## config.mk

```make
export PLATFORM = sky130hd
export DESIGN_NAME = cmt_ctrl
export DESIGN_NICKNAME = d
export VERILOG_FILES = /design/src/hw/rtl/cmt_pkg.sv /design/src/hw/rtl/cmt_ctrl.sv
export SDC_FILE = /design/constraint.sdc
export NUM_CORES = 1
export LEC_CHECK = 0
export ABC_AREA = 0
export ABC_CLOCK_PERIOD_IN_PS = 1750
export BUFFER_PORTS_ARGS = -buffer_cell sky130_fd_sc_hd__buf_2
export CORE_AREA = 2 2 39 41
export DETAILED_ROUTE_END_ITERATION = 7
export DIE_AREA = 0 0 41 43
export REMOVE_ABC_BUFFERS = 1
export SYNTH_ARGS = -nofsm -noshare
export SYNTH_HDL_FRONTEND = slang
export SYNTH_SLANG_ARGS = --single-unit
```

## constraint.sdc

```tcl
create_clock -name i_clk -period 1.75 [get_ports i_clk]
set_input_delay 0.35 -clock i_clk [delete_from_list [all_inputs] [get_ports i_clk]]
set_output_delay 0.35 -clock i_clk [all_outputs]
set_load 0.01 [all_outputs]
```

## src/hw/rtl/cmt_pkg.sv

```systemverilog
package cmt_pkg;

    typedef enum logic [1:0] {
        OP_INIT   = 2'd0,
        OP_MOVE   = 2'd1,
        OP_MERGE  = 2'd2,
        OP_LOOKUP = 2'd3
    } t_op;

    localparam logic [1:0] ST_OK      = 2'd0;
    localparam logic [1:0] ST_NO_INIT = 2'd1;
    localparam logic [1:0] ST_RANGE   = 2'd2;

    localparam logic [0:0] REG_VERTEX_COUNT  = 1'd0;
    localparam logic [0:0] REG_CLUSTER_COUNT = 1'd1;

    localparam logic [10:0] VERTEX_COUNT_RESET  = 11'd1024;
    localparam logic [8:0]  CLUSTER_COUNT_RESET = 9'd256;

    typedef enum logic [4:0] {
        C_NOP,
        C_ACCEPT,
        C_CLEAR,
        C_FILL,
        C_MV_RD_TAG,
        C_MV_RD_LINKS,
        C_MV_UNLINK,
        C_MV_APPEND,
        C_MG_RD_HI,
        C_MG_RD_LO,
        C_MG_LATCH_LO,
        C_WK_RD,
        C_WK_NEXT,
        C_MG_SPLICE,
        C_MG_COUNT,
        C_RPT_RD,
        C_RPT_OUT,
        C_ERR_OUT
    } t_cmd;

    typedef enum logic [4:0] {
        S_IDLE,
        S_DECODE,
        S_CLEAR,
        S_FILL,
        S_MV_TAG,
        S_MV_LINKS,
        S_MV_UNLINK,
        S_MV_APPEND,
        S_MG_HI,
        S_MG_LO,
        S_MG_LATCH,
        S_WK_RD,
        S_WK_NEXT,
        S_MG_SPLICE,
        S_MG_COUNT,
        S_RPT_RD,
        S_RPT_OUT,
        S_ERR
    } t_state;

    typedef struct packed {
        t_op  op;
        logic initd;
        logic range_err;
        logic mv_same;
        logic lo_eq_hi;
        logic hi_empty;
        logic clear_last;
        logic fill_last;
        logic walk_done;
    } t_dp_status;

endpackage

```

## src/hw/rtl/cmt_ctrl.sv

```systemverilog
module cmt_ctrl (
    input  logic                i_clk,
    input  logic                i_rst_n,
    input  logic                i_start,
    output logic                o_busy,
    input  cmt_pkg::t_dp_status i_status,
    output cmt_pkg::t_cmd       o_cmd
);
    import cmt_pkg::*;

    t_state r_state;
    t_state n_state;

    always_ff @(posedge i_clk) begin
        if (!i_rst_n) begin
            r_state <= S_IDLE;
        end else begin
            r_state <= n_state;
        end
    end

    always_comb begin
        n_state = r_state;
        o_cmd   = C_NOP;
        unique case (r_state)
            S_IDLE: begin
                if (i_start) begin
                    o_cmd   = C_ACCEPT;
                    n_state = S_DECODE;
                end
            end
            S_DECODE: begin
                priority if (i_status.op == OP_INIT) begin
                    n_state = S_CLEAR;
                end else if (!i_status.initd || i_status.range_err) begin
                    n_state = S_ERR;
                end else if (i_status.op == OP_MOVE) begin
                    n_state = S_MV_TAG;
                end else if (i_status.op == OP_MERGE && !i_status.lo_eq_hi) begin
                    n_state = S_MG_HI;
                end else begin
                    n_state = S_RPT_RD;
                end
            end
            S_CLEAR: begin
                o_cmd = C_CLEAR;
                if (i_status.clear_last) n_state = S_FILL;
            end
            S_FILL: begin
                o_cmd = C_FILL;
                if (i_status.fill_last) n_state = S_RPT_RD;
            end
            S_MV_TAG: begin
                o_cmd   = C_MV_RD_TAG;
                n_state = S_MV_LINKS;
            end
            S_MV_LINKS: begin
                o_cmd   = C_MV_RD_LINKS;
                n_state = i_status.mv_same ? S_RPT_RD : S_MV_UNLINK;
            end
            S_MV_UNLINK: begin
                o_cmd   = C_MV_UNLINK;
                n_state = S_MV_APPEND;
            end
            S_MV_APPEND: begin
                o_cmd   = C_MV_APPEND;
                n_state = S_RPT_RD;
            end
            S_MG_HI: begin
                o_cmd   = C_MG_RD_HI;
                n_state = S_MG_LO;
            end
            S_MG_LO: begin
                o_cmd   = C_MG_RD_LO;
                n_state = i_status.hi_empty ? S_RPT_RD : S_MG_LATCH;
            end
            S_MG_LATCH: begin
                o_cmd   = C_MG_LATCH_LO;
                n_state = S_WK_RD;
            end
            S_WK_RD: begin
                o_cmd   = C_WK_RD;
                n_state = S_WK_NEXT;
            end
            S_WK_NEXT: begin
                o_cmd   = C_WK_NEXT;
                n_state = i_status.walk_done ? S_MG_SPLICE : S_WK_RD;
            end
            S_MG_SPLICE: begin
                o_cmd   = C_MG_SPLICE;
                n_state = S_MG_COUNT;
            end
            S_MG_COUNT: begin
                o_cmd   = C_MG_COUNT;
                n_state = S_RPT_RD;
            end
            S_RPT_RD: begin
                o_cmd   = C_RPT_RD;
                n_state = S_RPT_OUT;
            end
            S_RPT_OUT: begin
                o_cmd   = C_RPT_OUT;
                n_state = S_IDLE;
            end
            S_ERR: begin
                o_cmd   = C_ERR_OUT;
                n_state = S_IDLE;
            end
            default: begin
                n_state = S_IDLE;
            end
        endcase
    end

    assign o_busy = (r_state != S_IDLE);

endmodule

```

==> results.md, run 1 <==
- P per Cell Area: 1510 nW/µm²
- Clock transition at the registers of the reported paths: 0.04 ns
- Slowest CP cell: dfxtp_1
- Synth Area in Simple Gates: 28.0%
- H-tree depth: 1
- Root Driver: clkbuf_4
- Worst Setup End Kind: output port
- Crit path launch type: flop
- Final #Nets: 102
- Final setup viols: 0
- Crit-path cells: or2_4, nor2_4, xnor2_1, a32o_1, buf_2
- Hold WS: 0.381 ns
- Top post-synthesis cells by area: dfxtp_1, a21oi_1, nand2b_1, a32o_1, nor2_1
- Worst skew pair latency: 0.23 ns
- Hold Buf Count CTS: 0
- Inst Count DP: 99
- Async SR Flop Fraction: 0%
- Setup CP Type: flop to output port
- CTS buffer count: 3
- Initial drt markers: 17
- FP Rows: 14
- # diodes: 0
- Layout cells sized above 1: 35.2%
- Most frequent cell after synthesis: a21oi_1
- DRC errors left: 0
- Clock Skew: 0.000653 ns
- Slowest stage delay, CP: 0.30 ns
- Placer congestion estimate: 0.760
- Top-area cell type share of the netlist area: 20.4%
- Mux share of post-synthesis cell area: 2.29%
- Total track usage: 16.4%
- Mapped cell area: 492 µm²
- Status: completed
- Peak supply drop: 561 µV
- Tightest Pin Transition: 0.282 ns
- Area Growth Syn to Fin: 29.3%
- EDFF count, synth: 0
- Data required time of the critical path: 1.40 ns
- Finished Layout Cells: 104
- FF+latch count, synth: 5
- Slew Viols, Final: 0
- Period utilisation layout: 94.3%
- Post-route setup slack: 0.100 ns
- Dpl hpwl: 946 µm
- Max FFs per register: 5
- Worst hold path type: primary input to flop
- P_leak: 0.281 nW
- Vias/cell: 5.38
- Post-Syn Instances: 66
- Pin count of the biggest net entering global routing: 16
- Largest family of logic cells by synthesized area: compound AO/OA/AOI/OAI gates
- Number of placed I/O pins: 19
- Adder-cell share of the synthesized area: 0%
- Worst Path Buf+Inv: 1
- Starting density of the core: 35.5%
- Die X: 41 µm
- IO Port Bufs: 18
- Die area: 1760 µm²
- Antenna violations before repair: 0
- Maximum root-to-sink buffer count: 2
- Largest delay contributor family on the critical path: simple AND/OR/NAND/NOR gates
- CORE AREA: 1380 µm²
- Final min period: 1.65 ns
- Power, Total: 963 µW
- Critical Path AT: 1.30 ns
- Setup TNS: 0 ns
- Setup WS pre-CTS: 0.207 ns
- Sequential-to-total area share from yosys stat: 20.4%
- Fmax: 0.606 GHz
- Largest Register: r_state
- Leading area contributor after synthesis: dfxtp_1
- Antenna Nets Post-Route: 0
- Yosys warns: 0
- Avg Cell Area, Syn: 7.45 µm²
- Drt total wl: 1210 µm
- Xor-xnor portion of the synthesized cell area: 1.78%
- Finished Cell Area: 636 µm²
- Unique masters post-synth: 33
- Max-cap violations: 0
- Max transition margin: 81.2%
- DP Area: 601 µm²
- Synth top cells by count: a21oi_1, dfxtp_1, nor2_1
- Crit Path Max Fanout: 3
- Die H: 43 µm
- CTS tree: done
- Synth Area in Compound Gates: 38.9%
- GRT overflow: 0
- Avg WL per Cell: 11.6 µm
- Vias in the first global route: 443
- RSZ-0062 raised after global routing: no
- Primary FF master, synth: dfxtp_1
- CTS Sinks: 5
- Largest regs: r_state (5)
- Initial DRT Pass Iterations: 4
- First-pass GRT wire length: 1910 µm
- Routed vias: 560
- Final-report hold violation count: 0
- Core Util, Final: 45.9%
worst paths after layout:
check / start / end / slack [ns] / depth (start not counted)
max: r_state[3] / o_cmd[0] / 0.10 / 5
min: i_rst_n / r_state[1] / 0.38 / 2
max reg2reg: r_state[1] / r_state[2] / 0.36 / 4
min reg2reg: r_state[1] / r_state[4] / 0.64 / 2
metal layers:
metal | part of all wire [%] | vias to the layer above | global-route usage [%] | wire length [µm]
met4 | 0 | 0 | 6.00 | 0
met5 | 0 | - | 0 | 0
met3 | 6.8 | 0 | 4.71 | 82
li1 | - | 296 | - | -
met2 | 46 | 23 | 24.1 | 559
met1 | 47 | 241 | 22.0 | 564
power breakdown:
group          total, mW  internal, mW  leakage, nW  switching [mW]
Clock              0.127        0.0858       0.0150          0.0416
Sequential         0.216         0.154       0.0414          0.0626
Combinational      0.619         0.295        0.224           0.324
final cells by class:
| cell class | instances | area (µm²) |
|---|---|---|
| fill | 156 | 748 |
| multi-input combinational | 53 | 349 |
| timing repair buffer | 23 | 128 |
| sequential | 5 | 101 |
| clock buffer | 4 | 26.3 |
| tap | 16 | 20.0 |
| inverter | 3 | 11.3 |
cell usage in the layout (no fill, tap or decap), drive strengths merged:
cell type	count
a21boi	1
a21o	1
a21oi	7
a22oi	1
a31oi	2
a32o	2
a41o	1
and3	2
buf	23
clkbuf	4
dfxtp	5
inv	3
mux2	1
nand2	4
nand2b	4
nand3	1
nand4	1
nor2	6
nor2b	3
nor3	1
o211ai	2
o21ai	4
o221ai	2
o22a	1
o22ai	1
o311ai	1
o31ai	2
or2	1
xnor2	1
logic make-up (layout without fill, tap and decap cells):
family / after synthesis / after routing
AND/OR/NAND/NOR: 23 / 23
AO/OA/AOI/OAI: 28 / 28
XOR/XNOR: 1 / 1
flip-flops: 5 / 5
multiplexers: 1 / 1
buffers and inverters: 8 / 30
repair_timing:
action                                  4_1_cts  5_1_grt
pin swaps                                     0        1
endpoints found under the setup margin        1        1
setup buffers                                 0        1
gates resized for setup                       1        0
No activity file was read; power rests on OpenSTA's default activity.
==> run 2, diff against run 1 <==
--- a/config.mk
+++ b/config.mk
@@ -5,12 +5,12 @@
 export SDC_FILE = /design/constraint.sdc
 export NUM_CORES = 1
 export LEC_CHECK = 0
-export ABC_AREA = 0
+export ABC_AREA = 1
 export ABC_CLOCK_PERIOD_IN_PS = 1750
 export BUFFER_PORTS_ARGS = -buffer_cell sky130_fd_sc_hd__buf_2
-export CORE_AREA = 2 2 39 41
+export CORE_UTILIZATION = 40
 export DETAILED_ROUTE_END_ITERATION = 7
-export DIE_AREA = 0 0 41 43
+export PLACE_DENSITY = 0.66
 export REMOVE_ABC_BUFFERS = 1
 export SYNTH_ARGS = -nofsm -noshare
 export SYNTH_HDL_FRONTEND = slang
==> run 2 against run 1 <==
Compared with the run above:
- the flow now finishes with violations (negative setup slack)
- combinational power is 21% lower
- cell count is 31% higher
- critical path depth is 1 higher
- setup slack worse by 0.11 ns
- highest routed layer is now met4
- largest cell class unchanged
- sequential cell count stayed put
- fmax is 6.4% lower
- synthesized area is 10% higher
- utilization is 14 points higher
- sequential power is 9.7% lower
- hold slack better by 0.0063 ns
- global-route usage is 5.9 points higher
==> results.md, run 2 <==
- Tightest Pin Transition: 0.245 ns
- Synth Area in Compound Gates: 15.7%
- CTS tree: done
- IO Port Bufs: 18
- Mapped cell area: 543 µm²
- Clock transition at the registers of the reported paths: 0.05 ns
- Clk pwr share: 16.9%
- Setup CP Type: flop to output port
- Antenna Nets Post-Route: 0
- Pin count of the biggest net entering global routing: 11
- Multi-input combinational cell area: 379 µm²
- Post-CTS setup buffers: 0
- FF+latch count, synth: 5
- Adder-cell share of the synthesized area: 0%
- Largest delay contributor family on the critical path: flip-flops
- Leading area contributor after synthesis: dfxtp_1
- Hold Buf Count CTS: 0
- Reg area: 110 µm²
- Starting density of the core: 45.8%
- Critical Path AT: 1.41 ns
- Async SR Flop Fraction: 0%
- Unique masters post-synth: 22
- Routed vias: 712
- Status: finished, violations left
- Crit path launch type: flop
- Top post-synthesis cells by area: dfxtp_1, nand2_1, inv_1, nor2_1, nand3_1
- P_leak: 0.411 nW
- H-tree depth: 1
- Avg Cell Area, Syn: 5.43 µm²
- Avg WL per Cell: 11.7 µm
- Post-route setup slack: -0.0132 ns
- Final-report hold violation count: 0
- Area Growth Syn to Fin: 31.3%
- Max transition margin: 83.5%
- CTS buffer count: 3
- Worst Setup End Kind: output port
- Primary FF master, synth: dfxtp_1
- Peak supply drop: 497 µV
- Root Driver: clkbuf_4
- Slowest stage delay, CP: 0.40 ns
- Final min period: 1.76 ns
- Placer congestion estimate: 0.859
- CP startpoint: r_state[0]
- Most common cell after layout, fill and taps aside: nand2_1
- EDFF count, synth: 0
- Vias in the first global route: 592
- NetSw: 409 µW
- Period utilisation layout: 101%
- # diodes: 0
- Slowest CP cell: dfxtp_2
- Largest Register: r_state
- Synth top cells by count: nand2_1, inv_1, nor2_1
- Hold Startpoint: i_rst_n
- CTS Sinks: 5
- Clock Skew: 0.00714 ns
- Fmax: 0.567 GHz
- Total track usage: 22.3%
- Worst hold path type: primary input to flop
- Yosys warns: 0
- DP Area: 647 µm²
- P per Cell Area: 1160 nW/µm²
- RSZ-0062 raised after global routing: yes
- Largest family of logic cells by synthesized area: simple AND/OR/NAND/NOR gates
- Commonest cells after routing, fill and taps aside: nand2_1, buf_2, inv_1, nor2_1, nand3_1
- Layout cells sized above 1: 33.6%
- Maximum root-to-sink buffer count: 2
- Crit Reg-Reg Startpoint: r_state[0]
- Internal power: 419 µW
- Final #Nets: 136
- Mux share of post-synthesis cell area: 0%
- Finished Cell Area: 713 µm²
- First-pass GRT wire length: 2250 µm
- Max FFs per register: 5
- GRT overflow: 0
- Sequential-to-total area share from yosys stat: 18.4%
- Data required time of the critical path: 1.40 ns
- Max-cap violations: 0
- Initial DRT Pass Iterations: 4
- Most frequent cell after synthesis: nand2_1
- Synth Area in Simple Gates: 50.0%
- Die H: 38.8 µm
- Worst Path Buf+Inv: 1
- Number of placed I/O pins: 19
- Crit Path Max Fanout: 7
- Die X: 38.8 µm
- Worst skew pair latency: 0.25 ns
- FP Rows: 12
- Post-Syn Instances: 100
- Switch share: 49.4%
- Crit-path cells: nand2_2, nor2_2, o21a_1, a31oi_1, o311ai_2, buf_2
- Fillers: 115
- Combinational power share: 59.5%
- Drt total wl: 1600 µm
- Hold WS: 0.388 ns
- Largest regs: r_state (5)
- Failing checks: negative setup slack
- Dpl hpwl: 1150 µm
- Seq pwr share: 23.6%
- Vias/cell: 5.24
- Antenna violations before repair: 0
- Die area: 1510 µm²
- Initial drt markers: 26
- Xor-xnor portion of the synthesized cell area: 0%
- Top-area cell type share of the netlist area: 18.4%
- DRC errors left: 0
- CORE AREA: 1190 µm²
- Slew Viols, Final: 0
- Final setup viols: 1
run 2: cell count changes in the layout (fill, tap and decap cells not counted), moves of 4 or more:
cell and change:
nand2_1 +17, nor2_2 +4, nor2_1 +9, buf_4 -4, nand2b_1 -4, inv_1 +12, nand3_1 +9
run 2: repair_timing:
action	4_1_cts	5_1_grt
resized for setup	4	15
pin swaps	0	1
endpoints found under the setup margin	1	1
run 2: cells by family (layout without fill, tap and decap cells):
logic type	Yosys count	count (layout)
buf+inv	21	43
simple gates	60	60
flops	5	5
compound gates	14	14
run 2: power groups by stage:
stage | clock network [mW] | logic, mW | registers, mW
after detailed placement | 0 | 0.443 | 0.183
after global placement | 0 | 0.450 | 0.182
after global routing | 0.151 | 0.546 | 0.197
after CTS | 0.143 | 0.445 | 0.185
after floorplan | 0 | 0.311 | 0.180
final | 0.140 | 0.492 | 0.195
run 2: worst paths after layout:
| kind | endpoint | slack (ns) | cells after the start |
|---|---|---|---|
| setup reg to reg | r_state[0] | 0.42 | 8 |
| hold reg to reg | r_state[2] | 0.60 | 3 |
| setup / recovery | o_cmd[0] | -0.01 | 6 |
| hold / removal | r_state[3] | 0.39 | 3 |
run 2: cell type report:
| cell class | instances | area share [%] |
|---|---|---|
| inverter | 20 | 11.6 |
| tap | 14 | 2.46 |
| sequential | 5 | 15.4 |
| timing repair buffer | 19 | 13.7 |
| clock buffer | 4 | 3.68 |
| multi-input combinational | 74 | 53.2 |
run 2: metal layers:
layer  GRT usage (%)  part of all wire, %  vias up  wire, µm
met2            35.8                   46       35       741
li1                -                    -      368         -
met3            5.20                  7.8        4       124
met1            27.8                   45      305       719
met4            10.3                 0.69        0        11
met5               0                    0        -         0
run 2: through the flow:
stage / setup TNS, ns / util, % / instances / power (mW) / setup WS (ns)
floorplan: 0 / - / 99 / 0.491 / 0.257
detailed placement: 0 / 54.5 / 132 / 0.626 / 0.186
finish: -0.0132 / 60.1 / 136 / 0.827 / -0.0132
CTS: 0 / 57.2 / 136 / 0.773 / 0.00634
global placement: 0 / 54.5 / 132 / 0.633 / 0.151
global route: -0.0970 / 60.1 / 136 / 0.894 / -0.0970
run 2: worst register-to-register path, cell delays in order (launching register included):
cell and delay [ns]:
dfxtp_2 0.40, inv_1 0.09, nand3_1 0.12, inv_1 0.10
nand3_1 0.08, nand2_1 0.06, nor3_2 0.20, nand2_1 0.09
a21oi_1 0.12
==> run 3, diff against run 2 <==
==> constraint.sdc (replaced) <==
create_clock -name i_clk -period 1.75 [get_ports i_clk]
set_input_delay 0.35 -clock i_clk [delete_from_list [all_inputs] [get_ports i_clk]]
set_output_delay 0.35 -clock i_clk [all_outputs]
set_load 0.005 [all_outputs]
==> run 3 against run 2 <==
Compared with the run above:
- the run now ends clean
- cell count increased by 0.74%
- clock power about the same
- wire length decreased by 2.1%
- register-to-register slack got worse by 0.03 ns
- utilization decreased by 0.11 points
- via count decreased by 0.14%
- sequential share of layout area increased by 0.55 points
- cell area decreased by 0.18%
- count of clock-buffer cells in the layout unchanged
- setup slack improved by 0.079 ns
- combinational power decreased by 4.3%
- critical path type unchanged
- largest cell class unchanged
- largest power group unchanged
- highest routed layer unchanged
==> results.md, run 3 (same netlist as run 2, synthesis figures left out) <==
- Largest regs: r_state (5)
- Routed vias: 711
- Worst Setup End Kind: output port
- Slew Viols, Final: 0
- Number of placed I/O pins: 19
- FP Rows: 12
- Die H: 38.8 µm
- Reg area: 114 µm²
- Crit path launch type: flop
- DRC errors left: 0
- Hold Crit Depth: 3
- Antenna violations before repair: 0
- FF-to-FF path depth: 8
- Die area: 1510 µm²
- Root Driver: clkbuf_4
- Dpl hpwl: 1230 µm
- Area Growth Syn to Fin: 31.1%
- Final #Nets: 137
- CTS buffer count: 3
- Post-route setup slack: 0.0661 ns
- CTS tree: done
- Seq pwr share: 25.2%
- CORE AREA: 1190 µm²
- Vias in the first global route: 606
- Largest Register: r_state
- Setup WS pre-CTS: 0.159 ns
- GRT overflow: 0
- Worst skew pair latency: 0.24 ns
- Final-report hold violation count: 0
- Critical Path AT: 1.33 ns
- Commonest cells after routing, fill and taps aside: nand2_1, buf_2, inv_1, nor2_1, nand3_1
- Maximum root-to-sink buffer count: 2
- Starting density of the core: 45.8%
- Tightest Pin Transition: 0.268 ns
- Most common cell after layout, fill and taps aside: nand2_1
- Met3 Usage GRT: 2.89%
- IO Port Bufs: 18
- Peak supply drop: 575 µV
- Max transition margin: 82.0%
- H-tree depth: 1
- First-pass GRT wire length: 2530 µm
- P per Cell Area: 1140 nW/µm²
- Antenna Nets Post-Route: 0
- Max FFs per register: 5
- Combinational power share: 57.9%
- Vias/cell: 5.19
- Hold Buf Count CTS: 0
- Status: completed
- Placer congestion estimate: 0.870
- Clock Skew: 0.000651 ns
- Setup CP Type: flop to output port
- Final min period: 1.68 ns
- Met1 Usage GRT: 33.6%
- Period utilisation layout: 96.2%
- Fmax: 0.594 GHz
- Gr busiest metal: met2
- Die X: 38.8 µm
- Internal power: 426 µW
- Clk pwr share: 17.0%
- Pin count of the biggest net entering global routing: 11
- Worst hold path type: primary input to flop
- Fillers: 133
- Multi-input combinational cell area: 374 µm²
- CTS Sinks: 5
- Clock transition at the registers of the reported paths: 0.05 ns
- Data required time of the critical path: 1.40 ns
- Drt total wl: 1560 µm
- Avg WL per Cell: 11.4 µm
- # diodes: 0
- Met2 GRT Util: 37.9%
- Core Util, Final: 60.0%
- Max-cap violations: 0
- P_leak: 0.414 nW
- NetSw: 387 µW
- Crit Path Max Fanout: 6
- Total track usage: 24.1%
- Initial drt markers: 29
- Final setup viols: 0
- Layout cells sized above 1: 32.5%
- Switch share: 47.6%
- Initial DRT Pass Iterations: 4
==> run 3: critical path, stage by stage, from the launching register on <==
cell      delay [ns]
dfxtp_4         0.36
inv_1           0.11
nand2_2         0.10
nor2_4          0.12
o21a_1          0.14
a31oi_1         0.04
o311ai_1        0.07
buf_2           0.15
==> run 3: per-stage QoR <==
stage / std cells / total power, mW / cell area, µm² / hold WS, ns / TNS, ns
final: 137 / 0.813 / 712 / 0.391 / 0
after global routing: 137 / 0.888 / 712 / 0.415 / -0.0132
after CTS: 135 / 0.753 / 674 / 0.390 / 0
after detailed placement: 131 / 0.601 / 639 / 0.644 / 0
after global placement: 131 / 0.599 / 639 / 0.644 / 0
after floorplan: 99 / 0.472 / 532 / 0.524 / 0
==> run 3: final timing paths <==
check	startpoint	end	slack (ns)
min reg2reg	r_state[4]	r_state[2]	0.60
max reg2reg	r_state[4]	r_state[0]	0.39
max	r_state[1]	o_cmd[0]	0.07
min	i_rst_n	r_state[4]	0.39
==> run 3: layout make-up <==
type	instances	share of cell area, %
multi-input cells	74	52.5
inverters	20	10.5
flip-flops and latches	5	16.0
clock buffers	4	3.69
well taps	14	2.46
repair buffers	20	14.8
==> run 3: power groups by stage <==
stage | registers [mW] | clock network, mW | logic, mW
after floorplan | 0.180 | 0 | 0.292
after global placement | 0.192 | 0 | 0.407
after detailed placement | 0.193 | 0 | 0.408
after CTS | 0.198 | 0.141 | 0.414
after global routing | 0.209 | 0.149 | 0.529
final | 0.205 | 0.138 | 0.471
==> run 3: repair_timing <==
action	CTS	global route
setup buffers	0	2
pin swaps	1	1
gates resized for setup	6	10
endpoints found under the setup margin	1	1
==> run 3: routing by layer <==
metal	up-vias	routed length (µm)
met4	0	15
met3	2	105
li1	373	-
met2	31	678
met5	-	0
met1	305	763
